**config.mk**
```make
export PLATFORM = sky130hd
export DESIGN_NAME = octr_front
export DESIGN_NICKNAME = d
export VERILOG_FILES = /design/src/design/output_change_trace_ring_unit_assert.svh /design/src/design/octr_pkg.sv /design/src/design/octr_front.sv
export SDC_FILE = /design/constraint.sdc
export NUM_CORES = 1
export LEC_CHECK = 0
export ABC_AREA = 1
export BUFFER_PORTS_ARGS = -buffer_cell sky130_fd_sc_hd__buf_4
export CAP_MARGIN = 20
export CORE_MARGIN = 5
export CORE_UTILIZATION = 52
export DETAILED_ROUTE_END_ITERATION = 6
export PLACE_DENSITY = 0.85
export SLEW_MARGIN = 20
export SYNTH_ARGS = -nofsm -noshare
export SYNTH_HDL_FRONTEND = slang
export SYNTH_SLANG_ARGS = --single-unit
export TNS_END_PERCENT = 50
```
**constraint.sdc**
```tcl
create_clock -name clk_i -period 8.6 [get_ports clk_i]
set_input_delay 0.86 -clock clk_i [delete_from_list [all_inputs] [get_ports clk_i]]
set_output_delay 0.86 -clock clk_i [all_outputs]
set_load 0.03 [all_outputs]
```
**src/design/output_change_trace_ring_unit_assert.svh**
```systemverilog
// Assertion macros shared by the trace ring modules.
`ifndef OUTPUT_CHANGE_TRACE_RING_UNIT_ASSERT_SVH
`define OUTPUT_CHANGE_TRACE_RING_UNIT_ASSERT_SVH

// Check a property on every clock edge outside reset.
`define OCTR_ASSERT_CLK(lbl, clk, rst_n, prop, msg) \
  lbl: assert property (@(posedge clk) disable iff (!rst_n) (prop)) else $error(msg);

// Check that a condition never holds outside reset.
`define OCTR_ASSERT_NEVER(lbl, clk, rst_n, expr, msg) \
  lbl: assert property (@(posedge clk) disable iff (!rst_n) !(expr)) else $error(msg);

`endif

```
**src/design/octr_pkg.sv**
```systemverilog
// Types, constants and helpers shared by the trace ring modules.
package octr_pkg;

  localparam int unsigned RingDepth       = 4096;
  localparam int unsigned WatchedCounters = 5;
  localparam int unsigned ValueBits       = 16;
  localparam int unsigned ChannelCount    = (WatchedCounters < 5) ? WatchedCounters : 5;
  localparam int unsigned ChanW           = 3;
  localparam int unsigned QueueDepth      = 4;
  localparam int unsigned PendW           = 13;

  // Channel indexes in scan order
  localparam logic [ChanW-1:0] CH_GYRO   = 3'd0;
  localparam logic [ChanW-1:0] CH_CDU_X  = 3'd1;
  localparam logic [ChanW-1:0] CH_CDU_Y  = 3'd2;
  localparam logic [ChanW-1:0] CH_CDU_Z  = 3'd3;
  localparam logic [ChanW-1:0] CH_THRUST = 3'd4;

  // Counter addresses (octal 047, 050, 051, 052, 055)
  localparam logic [5:0] ADDR_GYRO   = 6'd39;
  localparam logic [5:0] ADDR_CDU_X  = 6'd40;
  localparam logic [5:0] ADDR_CDU_Y  = 6'd41;
  localparam logic [5:0] ADDR_CDU_Z  = 6'd42;
  localparam logic [5:0] ADDR_THRUST = 6'd45;

  typedef enum logic [1:0] {
    FUNC_TICK  = 2'd0,
    FUNC_POP   = 2'd1,
    FUNC_CLEAR = 2'd2,
    FUNC_RESET = 2'd3
  } octr_func_e;

  typedef enum logic [1:0] {
    CMD_PUSH,
    CMD_POP,
    CMD_CLEAR
  } octr_cmd_e;

  typedef enum logic {
    FE_IDLE,
    FE_SCAN
  } octr_fe_state_e;

  typedef enum logic {
    BK_IDLE,
    BK_READ
  } octr_bk_state_e;

  typedef logic [ValueBits-1:0] octr_value_t;

  // Command passed from the front to the back through the queue
  typedef struct packed {
    octr_cmd_e         op;
    logic [ChanW-1:0]  chan;
    octr_value_t       prior;
    octr_value_t       after;
    logic [63:0]       tick;
  } octr_cmd_t;

  // One ring entry
  typedef struct packed {
    logic [63:0]       seq;
    logic [63:0]       tick;
    logic [ChanW-1:0]  chan;
    octr_value_t       prior;
    octr_value_t       after;
  } octr_entry_t;

  // Map a channel index to its counter address
  function automatic logic [5:0] chan_addr(input logic [ChanW-1:0] ch);
    logic [5:0] addr;
    case (ch)
      CH_GYRO:   addr = ADDR_GYRO;
      CH_CDU_X:  addr = ADDR_CDU_X;
      CH_CDU_Y:  addr = ADDR_CDU_Y;
      CH_CDU_Z:  addr = ADDR_CDU_Z;
      CH_THRUST: addr = ADDR_THRUST;
      default:   addr = ADDR_GYRO;
    endcase
    return addr;
  endfunction

endpackage

```
**src/design/octr_front.sv**
```systemverilog
// Front end: accepts commands, keeps the tick count and baseline, scans for changes.
module octr_front (
  input  logic                clk_i,
  input  logic                rst_ni,
  input  logic                start_i,
  input  logic [1:0]          func_i,
  input  logic [15:0]         gyro_count_i,
  input  logic [15:0]         cdu_x_command_i,
  input  logic [15:0]         cdu_y_command_i,
  input  logic [15:0]         cdu_z_command_i,
  input  logic [15:0]         thrust_count_i,
  input  logic                full_i,
  output logic                busy_o,
  output logic                push_o,
  output octr_pkg::octr_cmd_t cmd_o
);
  import octr_pkg::*;

  octr_fe_state_e          state_q, state_d;
  logic [63:0]             tick_q, tick_d;
  logic                    base_q, base_d;
  octr_value_t             last_q   [ChannelCount];
  octr_value_t             last_d   [ChannelCount];
  octr_value_t             before_q [ChannelCount];
  octr_value_t             before_d [ChannelCount];
  octr_value_t             after_q  [ChannelCount];
  octr_value_t             after_d  [ChannelCount];
  logic [ChannelCount-1:0] mask_q, mask_d;
  logic [ChanW-1:0]        idx_q, idx_d;
  octr_value_t             sample   [5];
  logic                    accept;
  logic                    step;

  // Truncate the samples to the value width
  assign sample[0] = ValueBits'(gyro_count_i);
  assign sample[1] = ValueBits'(cdu_x_command_i);
  assign sample[2] = ValueBits'(cdu_y_command_i);
  assign sample[3] = ValueBits'(cdu_z_command_i);
  assign sample[4] = ValueBits'(thrust_count_i);

  assign busy_o = (state_q != FE_IDLE) || full_i;
  assign accept = start_i && !busy_o;

  // Classify the command and walk the channels of a tick
  always_comb begin
    state_d  = state_q;
    tick_d   = tick_q;
    base_d   = base_q;
    last_d   = last_q;
    before_d = before_q;
    after_d  = after_q;
    mask_d   = mask_q;
    idx_d    = idx_q;
    push_o   = 1'b0;
    step     = 1'b0;
    cmd_o        = '0;
    cmd_o.op     = CMD_PUSH;
    cmd_o.chan   = idx_q;
    cmd_o.prior  = before_q[idx_q];
    cmd_o.after  = after_q[idx_q];
    cmd_o.tick   = tick_q;
    case (state_q)
      FE_IDLE: begin
        if (accept) begin
          case (octr_func_e'(func_i))
            FUNC_TICK: begin
              tick_d = tick_q + 64'd1;
              for (int i = 0; i < ChannelCount; i++) begin
                last_d[i]   = sample[i];
                before_d[i] = last_q[i];
                after_d[i]  = sample[i];
                mask_d[i]   = (sample[i] != last_q[i]);
              end
              if (base_q) begin
                idx_d   = '0;
                state_d = FE_SCAN;
              end
              base_d = 1'b1;
            end
            FUNC_POP: begin
              push_o   = 1'b1;
              cmd_o.op = CMD_POP;
            end
            FUNC_CLEAR: begin
              base_d   = 1'b0;
              push_o   = 1'b1;
              cmd_o.op = CMD_CLEAR;
            end
            FUNC_RESET: begin
              base_d   = 1'b0;
              tick_d   = '0;
              push_o   = 1'b1;
              cmd_o.op = CMD_CLEAR;
            end
            default: ;
          endcase
        end
      end
      FE_SCAN: begin
        // Push a changed channel when the queue has room, skip an unchanged one
        if (mask_q[idx_q]) begin
          if (!full_i) begin
            push_o = 1'b1;
            step   = 1'b1;
          end
        end else begin
          step = 1'b1;
        end
        if (step) begin
          if (idx_q == ChanW'(ChannelCount - 1)) begin
            state_d = FE_IDLE;
          end else begin
            idx_d = idx_q + ChanW'(1);
          end
        end
      end
      default: state_d = FE_IDLE;
    endcase
  end

  // Control registers
  always_ff @(posedge clk_i or negedge rst_ni) begin
    if (!rst_ni) begin
      state_q <= FE_IDLE;
      tick_q  <= '0;
      base_q  <= 1'b0;
    end else begin
      state_q <= state_d;
      tick_q  <= tick_d;
      base_q  <= base_d;
    end
  end

  // Sample and scan registers
  always_ff @(posedge clk_i) begin
    last_q   <= last_d;
    before_q <= before_d;
    after_q  <= after_d;
    mask_q   <= mask_d;
    idx_q    <= idx_d;
  end

endmodule

```
==> impl_metrics.tcl <==
set metrics [dict create \
    start_kind "flop" \
    wl_per_cell_um 17.04 \
    setup_viol 0 \
    numPlacedInstances 1753 \
    met1_length_um 12770 \
    rsz0062_at_grt "false" \
    fin_crit_ns 4.480 \
    p_leak_nw 6.161 \
    route.detailed.drc 0 \
    skew_ns 0.009995 \
    layout_common_cells "nand2_1, buf_4, nor2_1, edfxtp_1, inv_1" \
    cts-buffers-inserted 26 \
    track_usage 0.2298 \
    synth_seq_cells 234 \
    synthSimpleGateAreaFrac 0.2414 \
    firstDrtPassIters 5 \
    row_count 55 \
    ir_worst_vdd_mv 0.3098 \
    antenna_left 0 \
    synth_compound_area_frac 0.07224 \
    wl_met3_um 2729 \
    fin_crit_sh 0.5209 \
    top_layer "met4" \
    crit_required_ns 7.74 \
    power_density_nw_per_um2 264.7 \
    synthXorXnorAreaFrac 0.04611 \
    ys_types 35 \
    cp_max_fo 66 \
    tightestPinTransition_ns 1.036 \
    mostFrequentLayoutCell "nand2_1" \
    layout-drive-gt1-share 0.1717 \
    hold_buffers 0 \
    synth_fa_ha_area_frac 0.008499 \
    fmax_mhz 223.2 \
    min_path_type "in2async" \
    grt_pass1_vias 9299 \
    dieWidth_um 160.5 \
    grt_max_degree 101 \
    via_per_inst 5.399 \
    critical_path_class "reg2out" \
    place_area_um2 13430 \
    clock-sinks 234 \
    gp_congestion 0.9148 \
    critPathArrivalTime_ns 3.62 \
    cts.path.max_buffers 3 \
    syn_area_per_cell_um2 8.984 \
    yosys_warnings 0 \
    port_buffers 188 \
    antenna_found_initial 0 \
    fin_setup_tns_ns 0 \
    synth_top_family_by_area "simple AND/OR/NAND/NOR gates" \
    ioPinCount 189 \
    synthCells 1311 \
    clkLatencyLatePin_ns 0.54 \
    maxCapViolCount 0 \
    hpwl_um 22260 \
    cts_tree "done" \
    finalMaxSlewViolations 0 \
    syn_to_final_growth_pct 20.61 \
    wl_met2_um 14350 \
    cts_root_buf "clkbuf_16" \
    n_antenna_cell 0 \
    drt-total-wl_um 30650 \
    hold_viol_final 0 \
    initial_core_util 0.5234 \
    grt_overflow 0 \
    cp-end-kind "output pin" \
    holdWs_ns 0.4271 \
    syn_nets 1405 \
    postCtsSetupRepairBufs 0 \
    pre_cts_ws_ns 4.027 \
    worst_slack_ns 4.120 \
    synthMuxAreaShare 0 \
    netlist_area_um2 11780 \
    fillers 1780 \
    cts-resized-gates 0 \
    ys_seq_area_frac 0.5686 \
    cts_max_level 1 \
    clkSlewWorstSetupHoldPaths_ns 0.06 \
    grt_pass1_wl_um 48490 \
    die-height_um 160.5 \
    core_area_um2 22500 \
    status "finished, final reports clean" \
    routed-via-count 9713 \
    drt_iter0_markers 1029 \
    fin_cells 1799 \
    relSlewSlack 0.3086 \
    fin_area_um2 14200 \
    final_nets 1590 \
    die_area_um2 25760 \
]
layer usage:
metal / track usage / vias to the layer above
met1: 0.3182 / 4560
met5: 0 / -
met2: 0.3751 / 407
met3: 0.04311 / 52
li1: - / 4694
met4: 0.06257 / 0
path summary, 6_finish.rpt:
check                             from      endpoint  slack, ns  cells past startpoint
max reg2reg                   idx_q[1]      idx_q[2]       5.38                      4
min reg2reg                after_q[36]  before_q[36]       0.45                      0
max                           idx_q[1]        push_o       4.12                      6
max in group asynchronous       rst_ni     tick_q[1]       7.60                      1
min in group clk_i         after_q[36]  before_q[36]       0.45                      0
min                             rst_ni    tick_q[27]       0.43                      1
cells in the mapped netlist (all sizes together):
library cell / n / area [um2]
o211ai: 5 / 37.54
o41ai: 1 / 8.760
nand4: 26 / 162.7
xor2: 8 / 70.07
nor4: 4 / 25.02
a21o: 1 / 7.510
or2: 13 / 81.33
a21oi: 69 / 345.3
nor3b: 4 / 30.03
nor2: 182 / 770.7
nand3b: 2 / 27.53
and2: 3 / 18.77
clkbuf: 23 / 97.59
dfrtp: 66 / 1652
edfxtp: 168 / 5045
o22ai: 1 / 6.260
ha: 8 / 100.1
nor3: 10 / 50.05
inv: 160 / 600.6
o21bai: 3 / 22.52
o21ai: 82 / 410.4
nand2: 300 / 1151
xnor2: 54 / 473.0
nand3: 105 / 525.5
a31oi: 2 / 12.51
buf: 11 / 46.30
report_power, final:
group          switching [mW]  internal (mW)
clock                   0.446          0.557
combinational           0.935          0.433
sequential             0.0918           1.30
worst max-delay path: stages, from the launching register on:
cell and delay (ns):
edfxtp_1 0.46, clkinv_2 0.69, nand3_2 0.71, o21ai_0 0.65
nand2_1 0.19, o22ai_1 0.19, buf_4 0.20
flip-flops by register name (all words and copies together), names as in the netlist:
| signal | cells |
|---|---|
| idx_q | 3 |
| tick_q | 64 |
| after_q | 80 |
| before_q | 80 |
| state_q | 1 |
| mask_q | 5 |
| base_q | 1 |
cell type report:
cell class	count	area [um2]	area share
Sequential cell	234	6696	0.4714
Multi-Input combinational cell	883	4349	0.3062
Timing Repair Buffer	191	1438	0.1012
Clock buffer	32	673.1	0.04739
Inverter	160	601.8	0.04237
Tap cell	285	356.6	0.02510
Clock inverter	14	90.09	0.006342
stage by stage:
step | power (mW) | util
finish | 3.760 | 0.6312
global route | 3.932 | 0.6312
CTS | 3.760 | 0.6308
detailed placement | 2.758 | 0.5969
global placement | 2.718 | 0.5969
floorplan | 2.250 | -
cell families (layout without fill, tap and decap cells):
logic type	after synthesis	count (layout)
AND/OR/NAND/NOR	649	649
flip-flops	234	234
buffers and inverters	194	397
AO/OA/AOI/OAI	164	164
XOR/XNOR	62	62
adder cells (fa/ha/maj)	8	8
Note: power is estimated with default switching activity, not from simulation.
