==> src/design/output_change_trace_ring_unit_assert.svh <==
// Assertion macros shared by the trace ring modules.
`ifndef OUTPUT_CHANGE_TRACE_RING_UNIT_ASSERT_SVH
`define OUTPUT_CHANGE_TRACE_RING_UNIT_ASSERT_SVH

// Check a property on every clock edge outside reset.
`define OCTR_ASSERT_CLK(lbl, clk, rst_n, prop, msg) \
  lbl: assert property (@(posedge clk) disable iff (!rst_n) (prop)) else $error(msg);

// Check that a condition never holds outside reset.
`define OCTR_ASSERT_NEVER(lbl, clk, rst_n, expr, msg) \
  lbl: assert property (@(posedge clk) disable iff (!rst_n) !(expr)) else $error(msg);

`endif

==> src/design/octr_pkg.sv <==
// Types, constants and helpers shared by the trace ring modules.
package octr_pkg;

  localparam int unsigned RingDepth       = 4096;
  localparam int unsigned WatchedCounters = 5;
  localparam int unsigned ValueBits       = 16;
  localparam int unsigned ChannelCount    = (WatchedCounters < 5) ? WatchedCounters : 5;
  localparam int unsigned ChanW           = 3;
  localparam int unsigned QueueDepth      = 4;
  localparam int unsigned PendW           = 13;

  // Channel indexes in scan order
  localparam logic [ChanW-1:0] CH_GYRO   = 3'd0;
  localparam logic [ChanW-1:0] CH_CDU_X  = 3'd1;
  localparam logic [ChanW-1:0] CH_CDU_Y  = 3'd2;
  localparam logic [ChanW-1:0] CH_CDU_Z  = 3'd3;
  localparam logic [ChanW-1:0] CH_THRUST = 3'd4;

  // Counter addresses (octal 047, 050, 051, 052, 055)
  localparam logic [5:0] ADDR_GYRO   = 6'd39;
  localparam logic [5:0] ADDR_CDU_X  = 6'd40;
  localparam logic [5:0] ADDR_CDU_Y  = 6'd41;
  localparam logic [5:0] ADDR_CDU_Z  = 6'd42;
  localparam logic [5:0] ADDR_THRUST = 6'd45;

  typedef enum logic [1:0] {
    FUNC_TICK  = 2'd0,
    FUNC_POP   = 2'd1,
    FUNC_CLEAR = 2'd2,
    FUNC_RESET = 2'd3
  } octr_func_e;

  typedef enum logic [1:0] {
    CMD_PUSH,
    CMD_POP,
    CMD_CLEAR
  } octr_cmd_e;

  typedef enum logic {
    FE_IDLE,
    FE_SCAN
  } octr_fe_state_e;

  typedef enum logic {
    BK_IDLE,
    BK_READ
  } octr_bk_state_e;

  typedef logic [ValueBits-1:0] octr_value_t;

  // Command passed from the front to the back through the queue
  typedef struct packed {
    octr_cmd_e         op;
    logic [ChanW-1:0]  chan;
    octr_value_t       prior;
    octr_value_t       after;
    logic [63:0]       tick;
  } octr_cmd_t;

  // One ring entry
  typedef struct packed {
    logic [63:0]       seq;
    logic [63:0]       tick;
    logic [ChanW-1:0]  chan;
    octr_value_t       prior;
    octr_value_t       after;
  } octr_entry_t;

  // Map a channel index to its counter address
  function automatic logic [5:0] chan_addr(input logic [ChanW-1:0] ch);
    logic [5:0] addr;
    case (ch)
      CH_GYRO:   addr = ADDR_GYRO;
      CH_CDU_X:  addr = ADDR_CDU_X;
      CH_CDU_Y:  addr = ADDR_CDU_Y;
      CH_CDU_Z:  addr = ADDR_CDU_Z;
      CH_THRUST: addr = ADDR_THRUST;
      default:   addr = ADDR_GYRO;
    endcase
    return addr;
  endfunction

endpackage

==> src/design/octr_fifo.sv <==
// Short command queue between the front and the back.
module octr_fifo (
  input  logic                clk_i,
  input  logic                rst_ni,
  input  logic                push_i,
  input  octr_pkg::octr_cmd_t data_i,
  input  logic                pop_i,
  output logic                full_o,
  output logic                empty_o,
  output octr_pkg::octr_cmd_t data_o
);
  import octr_pkg::*;

  localparam int unsigned PtrW = $clog2(QueueDepth);
  localparam int unsigned CntW = $clog2(QueueDepth + 1);

  octr_cmd_t       slot_q [QueueDepth];
  logic [PtrW-1:0] wr_q, wr_d;
  logic [PtrW-1:0] rd_q, rd_d;
  logic [CntW-1:0] count_q, count_d;

  assign full_o  = (count_q == CntW'(QueueDepth));
  assign empty_o = (count_q == '0);
  assign data_o  = slot_q[rd_q];

  // Advance pointers and the fill count
  always_comb begin
    wr_d    = wr_q;
    rd_d    = rd_q;
    count_d = count_q;
    if (push_i) begin
      wr_d = (wr_q == PtrW'(QueueDepth - 1)) ? '0 : wr_q + PtrW'(1);
    end
    if (pop_i) begin
      rd_d = (rd_q == PtrW'(QueueDepth - 1)) ? '0 : rd_q + PtrW'(1);
    end
    if (push_i && !pop_i) begin
      count_d = count_q + CntW'(1);
    end else if (pop_i && !push_i) begin
      count_d = count_q - CntW'(1);
    end
  end

  always_ff @(posedge clk_i or negedge rst_ni) begin
    if (!rst_ni) begin
      wr_q    <= '0;
      rd_q    <= '0;
      count_q <= '0;
    end else begin
      wr_q    <= wr_d;
      rd_q    <= rd_d;
      count_q <= count_d;
    end
  end

  // Store a pushed command
  always_ff @(posedge clk_i) begin
    if (push_i) begin
      slot_q[wr_q] <= data_i;
    end
  end

`include "output_change_trace_ring_unit_assert.svh"

  `OCTR_ASSERT_CLK(a_count_bound, clk_i, rst_ni, count_q <= CntW'(QueueDepth), "queue count over depth")
  `OCTR_ASSERT_NEVER(a_push_full, clk_i, rst_ni, push_i && full_o, "push into full queue")
  `OCTR_ASSERT_CLK(a_count_up, clk_i, rst_ni, (push_i && !pop_i) |=> (count_q == $past(count_q) + CntW'(1)), "queue count did not follow push")

endmodule

==> config.mk <==
export PLATFORM = sky130hd
export DESIGN_NAME = octr_fifo
export DESIGN_NICKNAME = d
export VERILOG_FILES = /design/src/design/octr_pkg.sv /design/src/design/octr_fifo.sv
export VERILOG_INCLUDE_DIRS = /design/src /design/src/design
export SDC_FILE = /design/constraint.sdc
export NUM_CORES = 1
export LEC_CHECK = 0
export ABC_AREA = 1
export ABC_CLOCK_PERIOD_IN_PS = 4000
export BUFFER_PORTS_ARGS = -buffer_cell sky130_fd_sc_hd__buf_2
export CORE_ASPECT_RATIO = 1.2
export CORE_MARGIN = 5
export CORE_UTILIZATION = 30
export CTS_CLUSTER_SIZE = 24
export DETAILED_ROUTE_END_ITERATION = 10
export PLACE_DENSITY_LB_ADDON = 0.08
export SLEW_MARGIN = 20
export SYNTH_ARGS = -nofsm -noshare
export SYNTH_HDL_FRONTEND = slang
export SYNTH_SLANG_ARGS = --single-unit
==> constraint.sdc <==
create_clock -name clk_i -period 4 [get_ports clk_i]
set_clock_uncertainty 0.1 [all_clocks]
set_input_delay 0.4 -clock clk_i [delete_from_list [all_inputs] [get_ports clk_i]]
set_output_delay 0.4 -clock clk_i [all_outputs]
set_load 0.005 [all_outputs]
==> results of run 1 <==
## stage by stage
step / utilization, % / total power [uW] / area (um^2) / hold WS (ns) / std cells
floorplan: - / 8200 / 16400 / 0.00441 / 1230
global placement: 33.7 / 9840 / 18100 / 0.156 / 2100
detailed placement: 33.7 / 9850 / 18100 / 0.153 / 2100
CTS: 38.3 / 14200 / 20700 / 0.0489 / 2284
global route: 38.3 / 14800 / 20700 / 0.0951 / 2285
finish: 38.3 / 13800 / 20700 / 0.0879 / 2285
## final timing paths
kind / from / end / cells after the start
setup / recovery: rd_q[0] / data_o[27] / 6
hold / removal: push_i / wr_q[1] / 3
setup reg to reg: wr_q[0] / slot_q[2][32] / 5
hold reg to reg: count_q[2] / count_q[2] / 2
max in group asynchronous: rst_ni / rd_q[1] / 2
min in group asynchronous: rst_ni / count_q[1] / 2
## cell usage after synthesis, types with 2 or more instances
master	n	area share, %
ha_1	6	0.46
clkbuf_1	8	0.18
nor3_1	2	0.061
inv_1	214	4.9
dfrtp_1	7	1.1
buf_2	44	1.3
edfxtp_1	404	74
o21ai_0	3	0.092
o211ai_1	202	9.3
buf_6	14	0.96
nand2_1	319	7.3
## cells in the final DEF, fill, tap and decap left out, drive strengths merged
cell type,synthesis,final
o21ai,4,4
bufinv,0,6
buf,58,224
edfxtp,404,404
ha,6,6
nand3,1,1
o211ai,202,202
clkinvlp,0,1
nor3,2,2
clkinv,0,17
dfrtp,7,7
clkbuf,8,57
dlygate4sd3,0,103
nor2,1,1
inv,215,215
nand2,319,319
nand4,1,1
xnor2,1,1
fa,1,1
diode,0,1
## worst max-delay path: stages (launching register included)
cell	delay, ns
dfrtp_1	0.46
clkinv_8	0.31
buf_4	0.57
nand2_1	0.11
o211ai_1	0.12
nand2_1	0.12
buf_2	0.15
## area by class of cell
| type | count | area share, % |
|---|---|---|
| flip-flops and latches | 411 | 59.6 |
| multi-input cells | 538 | 13.9 |
| repair buffers | 327 | 11.0 |
| clock buffers | 57 | 5.87 |
| well taps | 712 | 4.31 |
| inverters | 215 | 4.03 |
| clock inverters | 24 | 1.28 |
| diodes | 1 | 0.0121 |
## metal layers
| metal | up-vias | GRT usage [%] | share of wire [%] |
|---|---|---|---|
| met3 | 58 | 3.21 | 4.9 |
| met1 | 4667 | 15.2 | 43 |
| met4 | 2 | 3.46 | 1.9 |
| li1 | 4937 | - | - |
| met5 | - | 0 | 0.035 |
| met2 | 172 | 21.7 | 50 |
## sequential cells by signal, summed over array words and instances (netlist names)
register,count
slot_q,404
wr_q,2
rd_q,2
count_q,3
## logic make-up (layout without fill, tap and decap cells)
kind of cell    after synthesis  after routing  synth area share [%]
flops                       411            411                  75.1
compound gates              206            206                  9.38
fa+ha+maj                     7              7                 0.580
other cells                   0              1                     0
buf+inv                     281            623                  7.43
xor+xnor                      1              1                0.0535
simple gates                324            324                  7.46
## power groups by stage
stage | combinational [uW] | sequential, uW | clock, uW
detailed placement | 4080 | 5770 | 0
floorplan | 2410 | 5790 | 0
global placement | 4070 | 5760 | 0
CTS | 4170 | 5680 | 4350
global route | 4530 | 5730 | 4500
finish | 3980 | 5680 | 4180
==> out/results.env, run 1 <==
RUN_STATUS='completed'
WORSTPATHMAXFANOUT=93
GRT-OVFL-TOTAL=0
FIN_CRIT_SH_PCT=74.2
SETUP-TNS-FINAL_NS=0
TRITONCTS.NUM_BUFFERS=45
WORST-ENDPOINT-ARRIVAL_NS=2.47
PART_OF_THE_POWER_IN_REGISTERS_PCT=41.0
CORE_MM2=0.0539
NETSWITCHINGFRACTION_PCT=31.8
FINAL-MAX-SLEW-VIOLATION-COUNT=0
MULTI_INPUT_COMB_AREA_MM2=0.00286
FINALHOLDVIOLATIONS=0
TIMING_WORST_SLEW_PIN_VALUE_NS=0.875
ROUTED_WL_MM=37.5
IO_BUFFER_COUNT=207
TRITONCTS_NUM_SINKS=411
NUMBER_OF_TOP_LEVEL_DESIGN_PORTS=208
GR-USAGE-ALL-LAYERS_PCT=12.4
CRIT_END_ELEMENT='output pin'
FINAL-SEQ-AREA_MM2=0.0123
POWER.SHARE.CLOCK_PCT=30.2
FP.DIEH_UM=266
HTREE_LEVELS=2
POST_CTS.RESIZED_INSTANCES=0
P_INT_uW=9430
SYNTH_TOP_FLOP_CELL='edfxtp_1'
POSTSYNTHNETCOUNT=1342
SYNTH-SEQ-CELLS=411
NUMBER_OF_GLOBAL_ROUTE_VIAS_BEFORE_REPAIR=10000
SYNTH.AVG_CELL_AREA_UM2=13.3
FINALSETUPVIOLCOUNT=0
HOLD_BUFS_AT_CTS=103
DRCVIOLATIONCOUNT=0
ROUTE.DETAILED.VIAS_PER_INST=4.30
MAXCLOCKFREQUENCY_MHz=337
RELSLEWSLACK_PCT=41.7
SYNTHESIS.INSTANCES=1230
YS.WARNINGS.COUNT=0
NUM_VIAS=9836
GRT_ANTENNA_BEFORE_REPAIR=2
PWR-SHARE-COMB_PCT=28.8
FILLERS=5194
SYNTH_AREA_MM2=0.0164
LAYOUT-DRIVE-GT1-SHARE_PCT=18.6
DR.FIRST_ITER.DRC_COUNT=480
TIMING.MAX_CAP.VIOLATIONS=0
SYNTH-EDFF-COUNT=404
WORSTSETUPPATHTYPE='flop to output pin'
CLK_PATH_BUF_DEPTH=3
FINAL_CRITICAL_PATH_SETUP_SLACK_NS=1.03
GRT_PASS1_WL_MM=58.0
SYNTH.YOSYS.SEQ_AREA_SHARE_PCT=75.1
SETUP.REG_TO_REG.WORST_SLACK_NS=1.88
DIE_W_UM=223
POST-CTS-SETUP-BUFFER-COUNT=0
SYNTHDISTINCTLIBCELLS=18
NUM_ROWS=93
CLOCK_INSERTION_DELAY_WORST_SKEW_NS=0.55
LAYOUT.NETS=1650
DETAILEDROUTE.FIRSTPASSITERATIONCOUNT=4
LEAKAGEPOWER_uW=0.00824
PLACE.DETAILED.HPWL_MM=21.6
PLACE.GP.CONGESTION=0.679
AVGROUTEDWIREPERCELL_UM=16.4
GRT_START_MAX_NET_PINS=129
CTS-ROOT-BUF='clkbuf_16'
WORSTHOLDPATHTYPE='primary input to flop'
CRIT_PATH_START_KIND='flop'
DIE_FOOTPRINT_MM2=0.0594
P_SW_uW=4400
POST-PLACE-WS_NS=1.63
RSZ0062_AT_GRT='no'
POWER.DENSITY_mW_PER_MM2=669
INITIAL_UTILIZATION_PCT=30.4
CRITPATHREQUIREDTIME_NS=3.50
YS_ASYNC_SR_FRACTION_PCT=1.70
WORST_SETUP_HOLD_PATH_CLK_SLEW_NS=0.06
POSTROUTEANTENNANETS=0
VDD_IR_DROP_MAX_V=0.000358
LAYOUT-AREA-OVERHEAD-VS-SYNTH_PCT=26.1
FINALCRITICALPERIOD_NS=2.97
CTS_TREE='built'
Power figures use the tool's default switching activity.
==> run 2, diff against run 1 <==
--- a/config.mk
+++ b/config.mk
@@ -7,7 +7,7 @@
 export NUM_CORES = 1
 export LEC_CHECK = 0
 export ABC_AREA = 1
-export ABC_CLOCK_PERIOD_IN_PS = 4000
+export ABC_CLOCK_PERIOD_IN_PS = 2600
 export BUFFER_PORTS_ARGS = -buffer_cell sky130_fd_sc_hd__buf_2
 export CORE_ASPECT_RATIO = 1.2
 export CORE_MARGIN = 5
==> constraint.sdc (replaced) <==
create_clock -name clk_i -period 2.6 [get_ports clk_i]
set_clock_uncertainty 0.1 [all_clocks]
set_input_delay 0.26 -clock clk_i [delete_from_list [all_inputs] [get_ports clk_i]]
set_output_delay 0.26 -clock clk_i [all_outputs]
set_load 0.005 [all_outputs]
==> out/results.env, run 2 (synthesis results as in run 1) <==
NUMBER_OF_TOP_LEVEL_DESIGN_PORTS=208  # unchanged
PLACE.GP.CONGESTION=0.683  # +0.72%
PLACEDINSTANCEAREA_MM2=0.0183  # +1.0%
ROUTED_WL_MM=40.4  # +7.7%
DRCVIOLATIONCOUNT=0  # unchanged
PART_OF_THE_POWER_IN_REGISTERS_PCT=40.8  # -0.2 points
FINALCRITICALPERIOD_NS=2.46
WORSTPATHMAXFANOUT=25  # -73%
GRT_START_MAX_NET_PINS=77  # -40%
GRT_PASS1_WL_MM=61.5  # +5.9%
HTREE_LEVELS=2  # unchanged
CORE_MM2=0.0539  # unchanged
WORST_SETUP_HOLD_PATH_CLK_SLEW_NS=0.06  # about the same
WORSTHOLDPATHTYPE='primary input to flop'
NETSWITCHINGFRACTION_PCT=32.7  # +0.87 points
TIMING.MAX_CAP.VIOLATIONS=0  # unchanged
POSTROUTEANTENNANETS=0  # unchanged
FILLERS=5119  # -1.4%
LAYOUT_COMMON_CELLS='edfxtp_1 (404), nand2_1 (315), inv_1 (208)'
MOSTFREQUENTLAYOUTCELL='edfxtp_1'
FINALHOLDVIOLATIONS=0  # unchanged
P_INT_uW=14500  # +54%
LAYOUT-AREA-OVERHEAD-VS-SYNTH_PCT=27.6
FINALNONFILLERCELLS=2302  # +0.74%
LAYOUT-DRIVE-GT1-SHARE_PCT=20.1  # +1.4 points
ROUTE.DETAILED.VIAS_PER_INST=4.31  # +0.15%
FIN_CRIT_SH_PCT=94.5
AVGROUTEDWIREPERCELL_UM=17.5  # +6.9%
FINAL_AREA_MM2=0.0209  # +1.2%
RUN_STATUS='completed'
POST-CTS-SETUP-BUFFER-COUNT=0  # unchanged
RSZ0062_AT_GRT='no'
NUM_VIAS=9924  # +0.89%
LARGEST-REGISTER='slot_q'
CTS-ROOT-BUF='clkbuf_16'
WORSTSETUPPATHTYPE='flop to output pin'
DIE_FOOTPRINT_MM2=0.0594  # unchanged
CLOCK_INSERTION_DELAY_WORST_SKEW_NS=0.56  # about the same
CRIT_PATH_START_KIND='flop'
INITIAL_UTILIZATION_PCT=30.4  # unchanged
PLACEDCELLCOUNT=2109  # +0.43%
SETUP-TNS-FINAL_NS=0  # unchanged
POWER.DENSITY_mW_PER_MM2=1030  # +54%
MAXCLOCKFREQUENCY_MHz=407
FINALSETUPVIOLCOUNT=0  # unchanged
LAYOUT.NETS=1665  # +0.91%
IO_BUFFER_COUNT=207  # unchanged
FINALPOWER_uW=21600  # +56%
LEAKAGEPOWER_uW=0.00833  # +1.0%
LARGESTREGISTERS='slot_q x404, count_q x3'
GRT_ANTENNA_BEFORE_REPAIR=2  # unchanged
RELSLEWSLACK_PCT=70.8  # +29 points
CLK_PATH_BUF_DEPTH=3  # unchanged
CTS_TREE='built'
NUMBER_OF_GLOBAL_ROUTE_VIAS_BEFORE_REPAIR=10300  # +3.0%
DR.FIRST_ITER.DRC_COUNT=454  # -5.4%
PLACE.DETAILED.HPWL_MM=22.5  # +4.1%
FP.DIEH_UM=266  # unchanged
CRIT_END_ELEMENT='output pin'
LARGEST_REGISTER_FFS=404  # unchanged
WORST-ENDPOINT-ARRIVAL_NS=2.10  # -0.37 ns
NUM_ROWS=93  # unchanged
GRT-OVFL-TOTAL=0  # unchanged
VDD_IR_DROP_MAX_V=0.000521  # +46%
TRITONCTS.NUM_BUFFERS=46  # +2.2%
PWR-SHARE-COMB_PCT=30.3  # +1.5 points
TIMING_WORST_SLEW_PIN_VALUE_NS=0.437  # -0.438 ns
GR-USAGE-ALL-LAYERS_PCT=13.4  # +0.95 points
DETAILEDROUTE.FIRSTPASSITERATIONCOUNT=4  # unchanged
POWER.SHARE.CLOCK_PCT=28.9  # -1.3 points
TRITONCTS_NUM_SINKS=411  # unchanged
DIE_W_UM=223  # unchanged
P_SW_uW=7070  # +60%
CRITPATHREQUIREDTIME_NS=2.24  # -1.26 ns
FINAL-MAX-SLEW-VIOLATION-COUNT=0  # unchanged
run 2: cell count changes in the layout (fill, tap and decap cells not counted), sizes merged:
cell	previous run	this run
clkbuf	57	62
inv	215	211
bufinv	6	2
clkinv	17	23
buf	224	233
clkinvlp	1	4
dlygate4sd3	103	105
run 2: per-stage QoR:
stage	utilization (%)	hold WS (ns)	setup slack, ns
after detailed placement	34.0	0.0186	0.529
after floorplan	-	-0.136	-0.0467
after global placement	34.0	0.0170	0.541
after CTS	38.7	0.305	0.00957
final	38.8	0.345	0.143
after global routing	38.8	0.332	0.0159
run 2: layout make-up:
cell class | instances | area [um^2] | share of cell area (%)
flip-flops and latches | 411 | 12300 | 58.9
multi-input cells | 538 | 2880 | 13.8
repair buffers | 339 | 2510 | 12.0
clock buffers | 61 | 1290 | 6.18
well taps | 712 | 891 | 4.26
inverters | 215 | 837 | 4.00
clock inverters | 23 | 160 | 0.766
repair inverters | 2 | 20.0 | 0.0958
diodes | 1 | 2.50 | 0.0120
run 2: repair_timing:
item,in CTS,in global routing
resized for setup,2,3
hold buffers,105,0
gates cloned,2,1
hold endpoints to repair,415,0
setup endpoints to repair,82,54
run 2: power groups by stage:
stage	combinational [uW]	sequential [uW]	clock, uW
global route	7410	8920	6770
CTS	6760	8830	6490
global placement	6470	8930	0
detailed placement	6510	8940	0
finish	6540	8820	6240
floorplan	3730	8880	0
run 2: path summary, 6_finish.rpt:
kind / startpoint / endpoint / slack (ns) / cells past startpoint
min: data_i[11] / slot_q[1][11] / 0.34 / 2
min in group asynchronous: rst_ni / count_q[0] / 0.58 / 3
min reg2reg: count_q[2] / count_q[2] / 0.40 / 2
max: rd_q[0] / data_o[86] / 0.14 / 6
max in group asynchronous: rst_ni / rd_q[1] / 1.50 / 3
max reg2reg: wr_q[1] / slot_q[1][37] / 0.60 / 6
run 2: routing by layer:
metal / global-route usage [%] / routed length, um
met5: 0 / 13
met4: 4.09 / 872
met3: 3.04 / 1910
met2: 23.5 / 20200
met1: 16.4 / 17400
run 2: critical path: stages, from the launching register on:
cell and delay [ns]:
dfrtp_4 0.58, clkinv_8 0.21, buf_4 0.28, nand2_1 0.08, o211ai_1 0.09, nand2_1 0.12
buf_2 0.15
==> run 3, diff against run 2 <==
--- a/config.mk
+++ b/config.mk
@@ -9,7 +9,6 @@
 export ABC_AREA = 1
 export ABC_CLOCK_PERIOD_IN_PS = 2600
 export BUFFER_PORTS_ARGS = -buffer_cell sky130_fd_sc_hd__buf_2
-export CORE_ASPECT_RATIO = 1.2
 export CORE_MARGIN = 5
 export CORE_UTILIZATION = 30
 export CTS_CLUSTER_SIZE = 24
==> out/results.env, run 3 (synthesis results as in run 1) <==
GRT_START_MAX_NET_PINS=62  # -19%
FINALNONFILLERCELLS=2279  # -1.0%
FINAL-MAX-SLEW-VIOLATION-COUNT=0  # unchanged
LAYOUT.NETS=1663  # -0.12%
NUM_VIAS=9951  # +0.27%
PLACEDINSTANCEAREA_MM2=0.0183  # -0.25%
R2R_CELLS=5  # -1
NUMBER_OF_TOP_LEVEL_DESIGN_PORTS=208  # unchanged
ANTENNA-DIODE-COUNT=0  # -1
POWER.DENSITY_mW_PER_MM2=1020  # -1.4%
LAYOUT-AREA-OVERHEAD-VS-SYNTH_PCT=26.6
WORST_SETUP_HOLD_PATH_CLK_SLEW_NS=0.06  # about the same
FINAL_AREA_MM2=0.0208  # -0.72%
CTS-ROOT-BUF='clkbuf_16'
MOSTFREQUENTLAYOUTCELL='edfxtp_1'
POST-PLACE-WS_NS=0.618  # +0.0885 ns
NUM_ROWS=85  # -8.6%
GRT_ANTENNA_BEFORE_REPAIR=0  # -2
MAXCLOCKFREQUENCY_MHz=412  # +1.3%
CLK_PATH_BUF_DEPTH=3  # unchanged
ROUTED_WL_MM=38.8  # -3.9%
IO_BUFFER_COUNT=207  # unchanged
PLACEDCELLCOUNT=2088  # -1.0%
FIN_CRIT_SH_PCT=93.3  # -1.2 points
WORSTREG2REGEND='slot_q[2][33]'
WORSTHOLDPATHTYPE='primary input to flop'
CORE_MM2=0.0539  # about the same
HTREE_LEVELS=2  # unchanged
PLACE.GP.CONGESTION=0.666  # -2.6%
FINALSETUPVIOLCOUNT=0  # unchanged
DIE_W_UM=244  # +9.1%
DRCVIOLATIONCOUNT=0  # unchanged
FP.DIEH_UM=244  # -8.4%
TRITONCTS.NUM_BUFFERS=47  # +2.2%
VDD_IR_DROP_MAX_V=0.000456  # -13%
FINALHOLDVIOLATIONS=0  # unchanged
POSTROUTEANTENNANETS=0  # unchanged
CRITPATHREQUIREDTIME_NS=2.24  # about the same
WORST_HOLD_PATH.ENDPOINT='slot_q[3][97]'
DIE_FOOTPRINT_MM2=0.0594  # about the same
CRIT_END_ELEMENT='output pin'
LEAKAGEPOWER_uW=0.00824  # -1.1%
TIMING_WORST_SLEW_PIN_VALUE_NS=0.692  # +0.255 ns
AVGROUTEDWIREPERCELL_UM=17.0  # -2.9%
LARGESTREGISTERS='slot_q x404, count_q x3'
SETUP.REG_TO_REG.WORST_SLACK_NS=0.71  # +0.11 ns
WORST-ENDPOINT-ARRIVAL_NS=2.07  # -0.03 ns
FINAL_UTIL_PCT=38.5  # -0.31 points
GRT_PASS1_WL_MM=59.3  # -3.5%
CRIT_PATH_START_KIND='flop'
HOLDCRITSTARTPOINT='data_i[97]'
CLOCK_INSERTION_DELAY_WORST_SKEW_NS=0.56  # about the same
RUN_STATUS='completed'
WORSTPATHMAXFANOUT=45  # +80%
HOLDPATHSTAGES=2  # unchanged
FILLERS=5217  # +1.9%
DR.FIRST_ITER.DRC_COUNT=427  # -5.9%
LARGEST_REGISTER_FFS=404  # unchanged
INITIAL_UTILIZATION_PCT=30.4  # about the same
CTS_TREE='built'
STARTPOINT_OF_THE_MOST_CRITICAL_REGISTER_TO_REGISTER_PATH='wr_q[0]'
RSZ0062_AT_GRT='no'
PLACE.DETAILED.HPWL_MM=21.5  # -4.3%
FINAL_CRITICAL_PATH_SETUP_SLACK_NS=0.174  # +0.0316 ns
RELSLEWSLACK_PCT=53.9  # -17 points
LAYOUT-DRIVE-GT1-SHARE_PCT=19.1  # -1.0 points
TRITONCTS_NUM_SINKS=411  # unchanged
GR-USAGE-ALL-LAYERS_PCT=12.8  # -0.57 points
NUMBER_OF_GLOBAL_ROUTE_VIAS_BEFORE_REPAIR=9884  # -4.1%
FINALCRITICALPERIOD_NS=2.43  # -0.0316 ns
TIMING.MAX_CAP.VIOLATIONS=0  # unchanged
ROUTE.DETAILED.VIAS_PER_INST=4.37  # +1.3%
LAYOUT_COMMON_CELLS='edfxtp_1 (404), nand2_1 (315), inv_1 (208)'
GRT-OVFL-TOTAL=0  # unchanged
DETAILEDROUTE.FIRSTPASSITERATIONCOUNT=4  # unchanged
LARGEST-REGISTER='slot_q'
WORSTSETUPPATHTYPE='flop to output pin'
==> run 3: how the worst max path moves through the flow <==
| stage | from | endpoint | slack, ns |
|---|---|---|---|
| 4_1_cts | rd_q[0] | data_o[59] | 0.03 |
| 2_1_floorplan | wr_q[0] | slot_q[0][0] | -0.05 |
| 3_3_place_gp | rd_q[0] | data_o[0] | 0.64 |
| 6_report | rd_q[1] | data_o[56] | 0.17 |
| 3_5_place_dp | rd_q[0] | data_o[59] | 0.62 |
| 5_1_grt | rd_q[1] | data_o[58] | 0.05 |
==> run 3: layer usage <==
layer  GRT usage, %  part of all wire, %
met5              0                    0
met4           3.47                  1.9
met2           21.0                   47
met1           17.4                   46
met3           2.61                  4.2
==> run 3: critical path, cell delays in order, from the launching register on <==
cell,delay (ns)
dfrtp_4,0.44
buf_4,0.54
o211ai_1,0.19
nand2_1,0.15
buf_2,0.13
==> run 3: final cells by class <==
cell class,count,area [um^2],area share (%)
clock inverters,13,56.3,0.271
flip-flops and latches,411,12300,59.3
inverters,215,837,4.03
repair buffers,336,2480,12.0
clock buffers,68,1300,6.25
repair inverters,2,17.5,0.0844
multi-input cells,538,2880,13.9
well taps,696,871,4.20
==> run 3: through the flow <==
stage	hold WS, ns	setup TNS, ns	power (uW)
2_1_floorplan	-0.136	-14.55	12600
3_3_place_gp	0.0341	0	15400
3_5_place_dp	0.0332	0	15400
4_1_cts	0.299	0	21600
5_1_grt	0.329	0	22600
6_report	0.346	0	21100
==> run 3: what timing repair did <==
| item | CTS | global route |
|---|---|---|
| gates cloned | 1 | 1 |
| hold buffers | 105 | 0 |
| resized for setup | 1 | 0 |
| setup endpoints to repair | 1 | 6 |
| endpoints found under the hold margin | 415 | 0 |
| buffers inserted | 0 | 3 |
==> run 3: report_power, final <==
part           leakage (uW)  internal [uW]  switching [uW]
logic               0.00379           2350            4150
registers           0.00379           8490             257
clock network      0.000652           3430            2470
total               0.00824          14300            6880
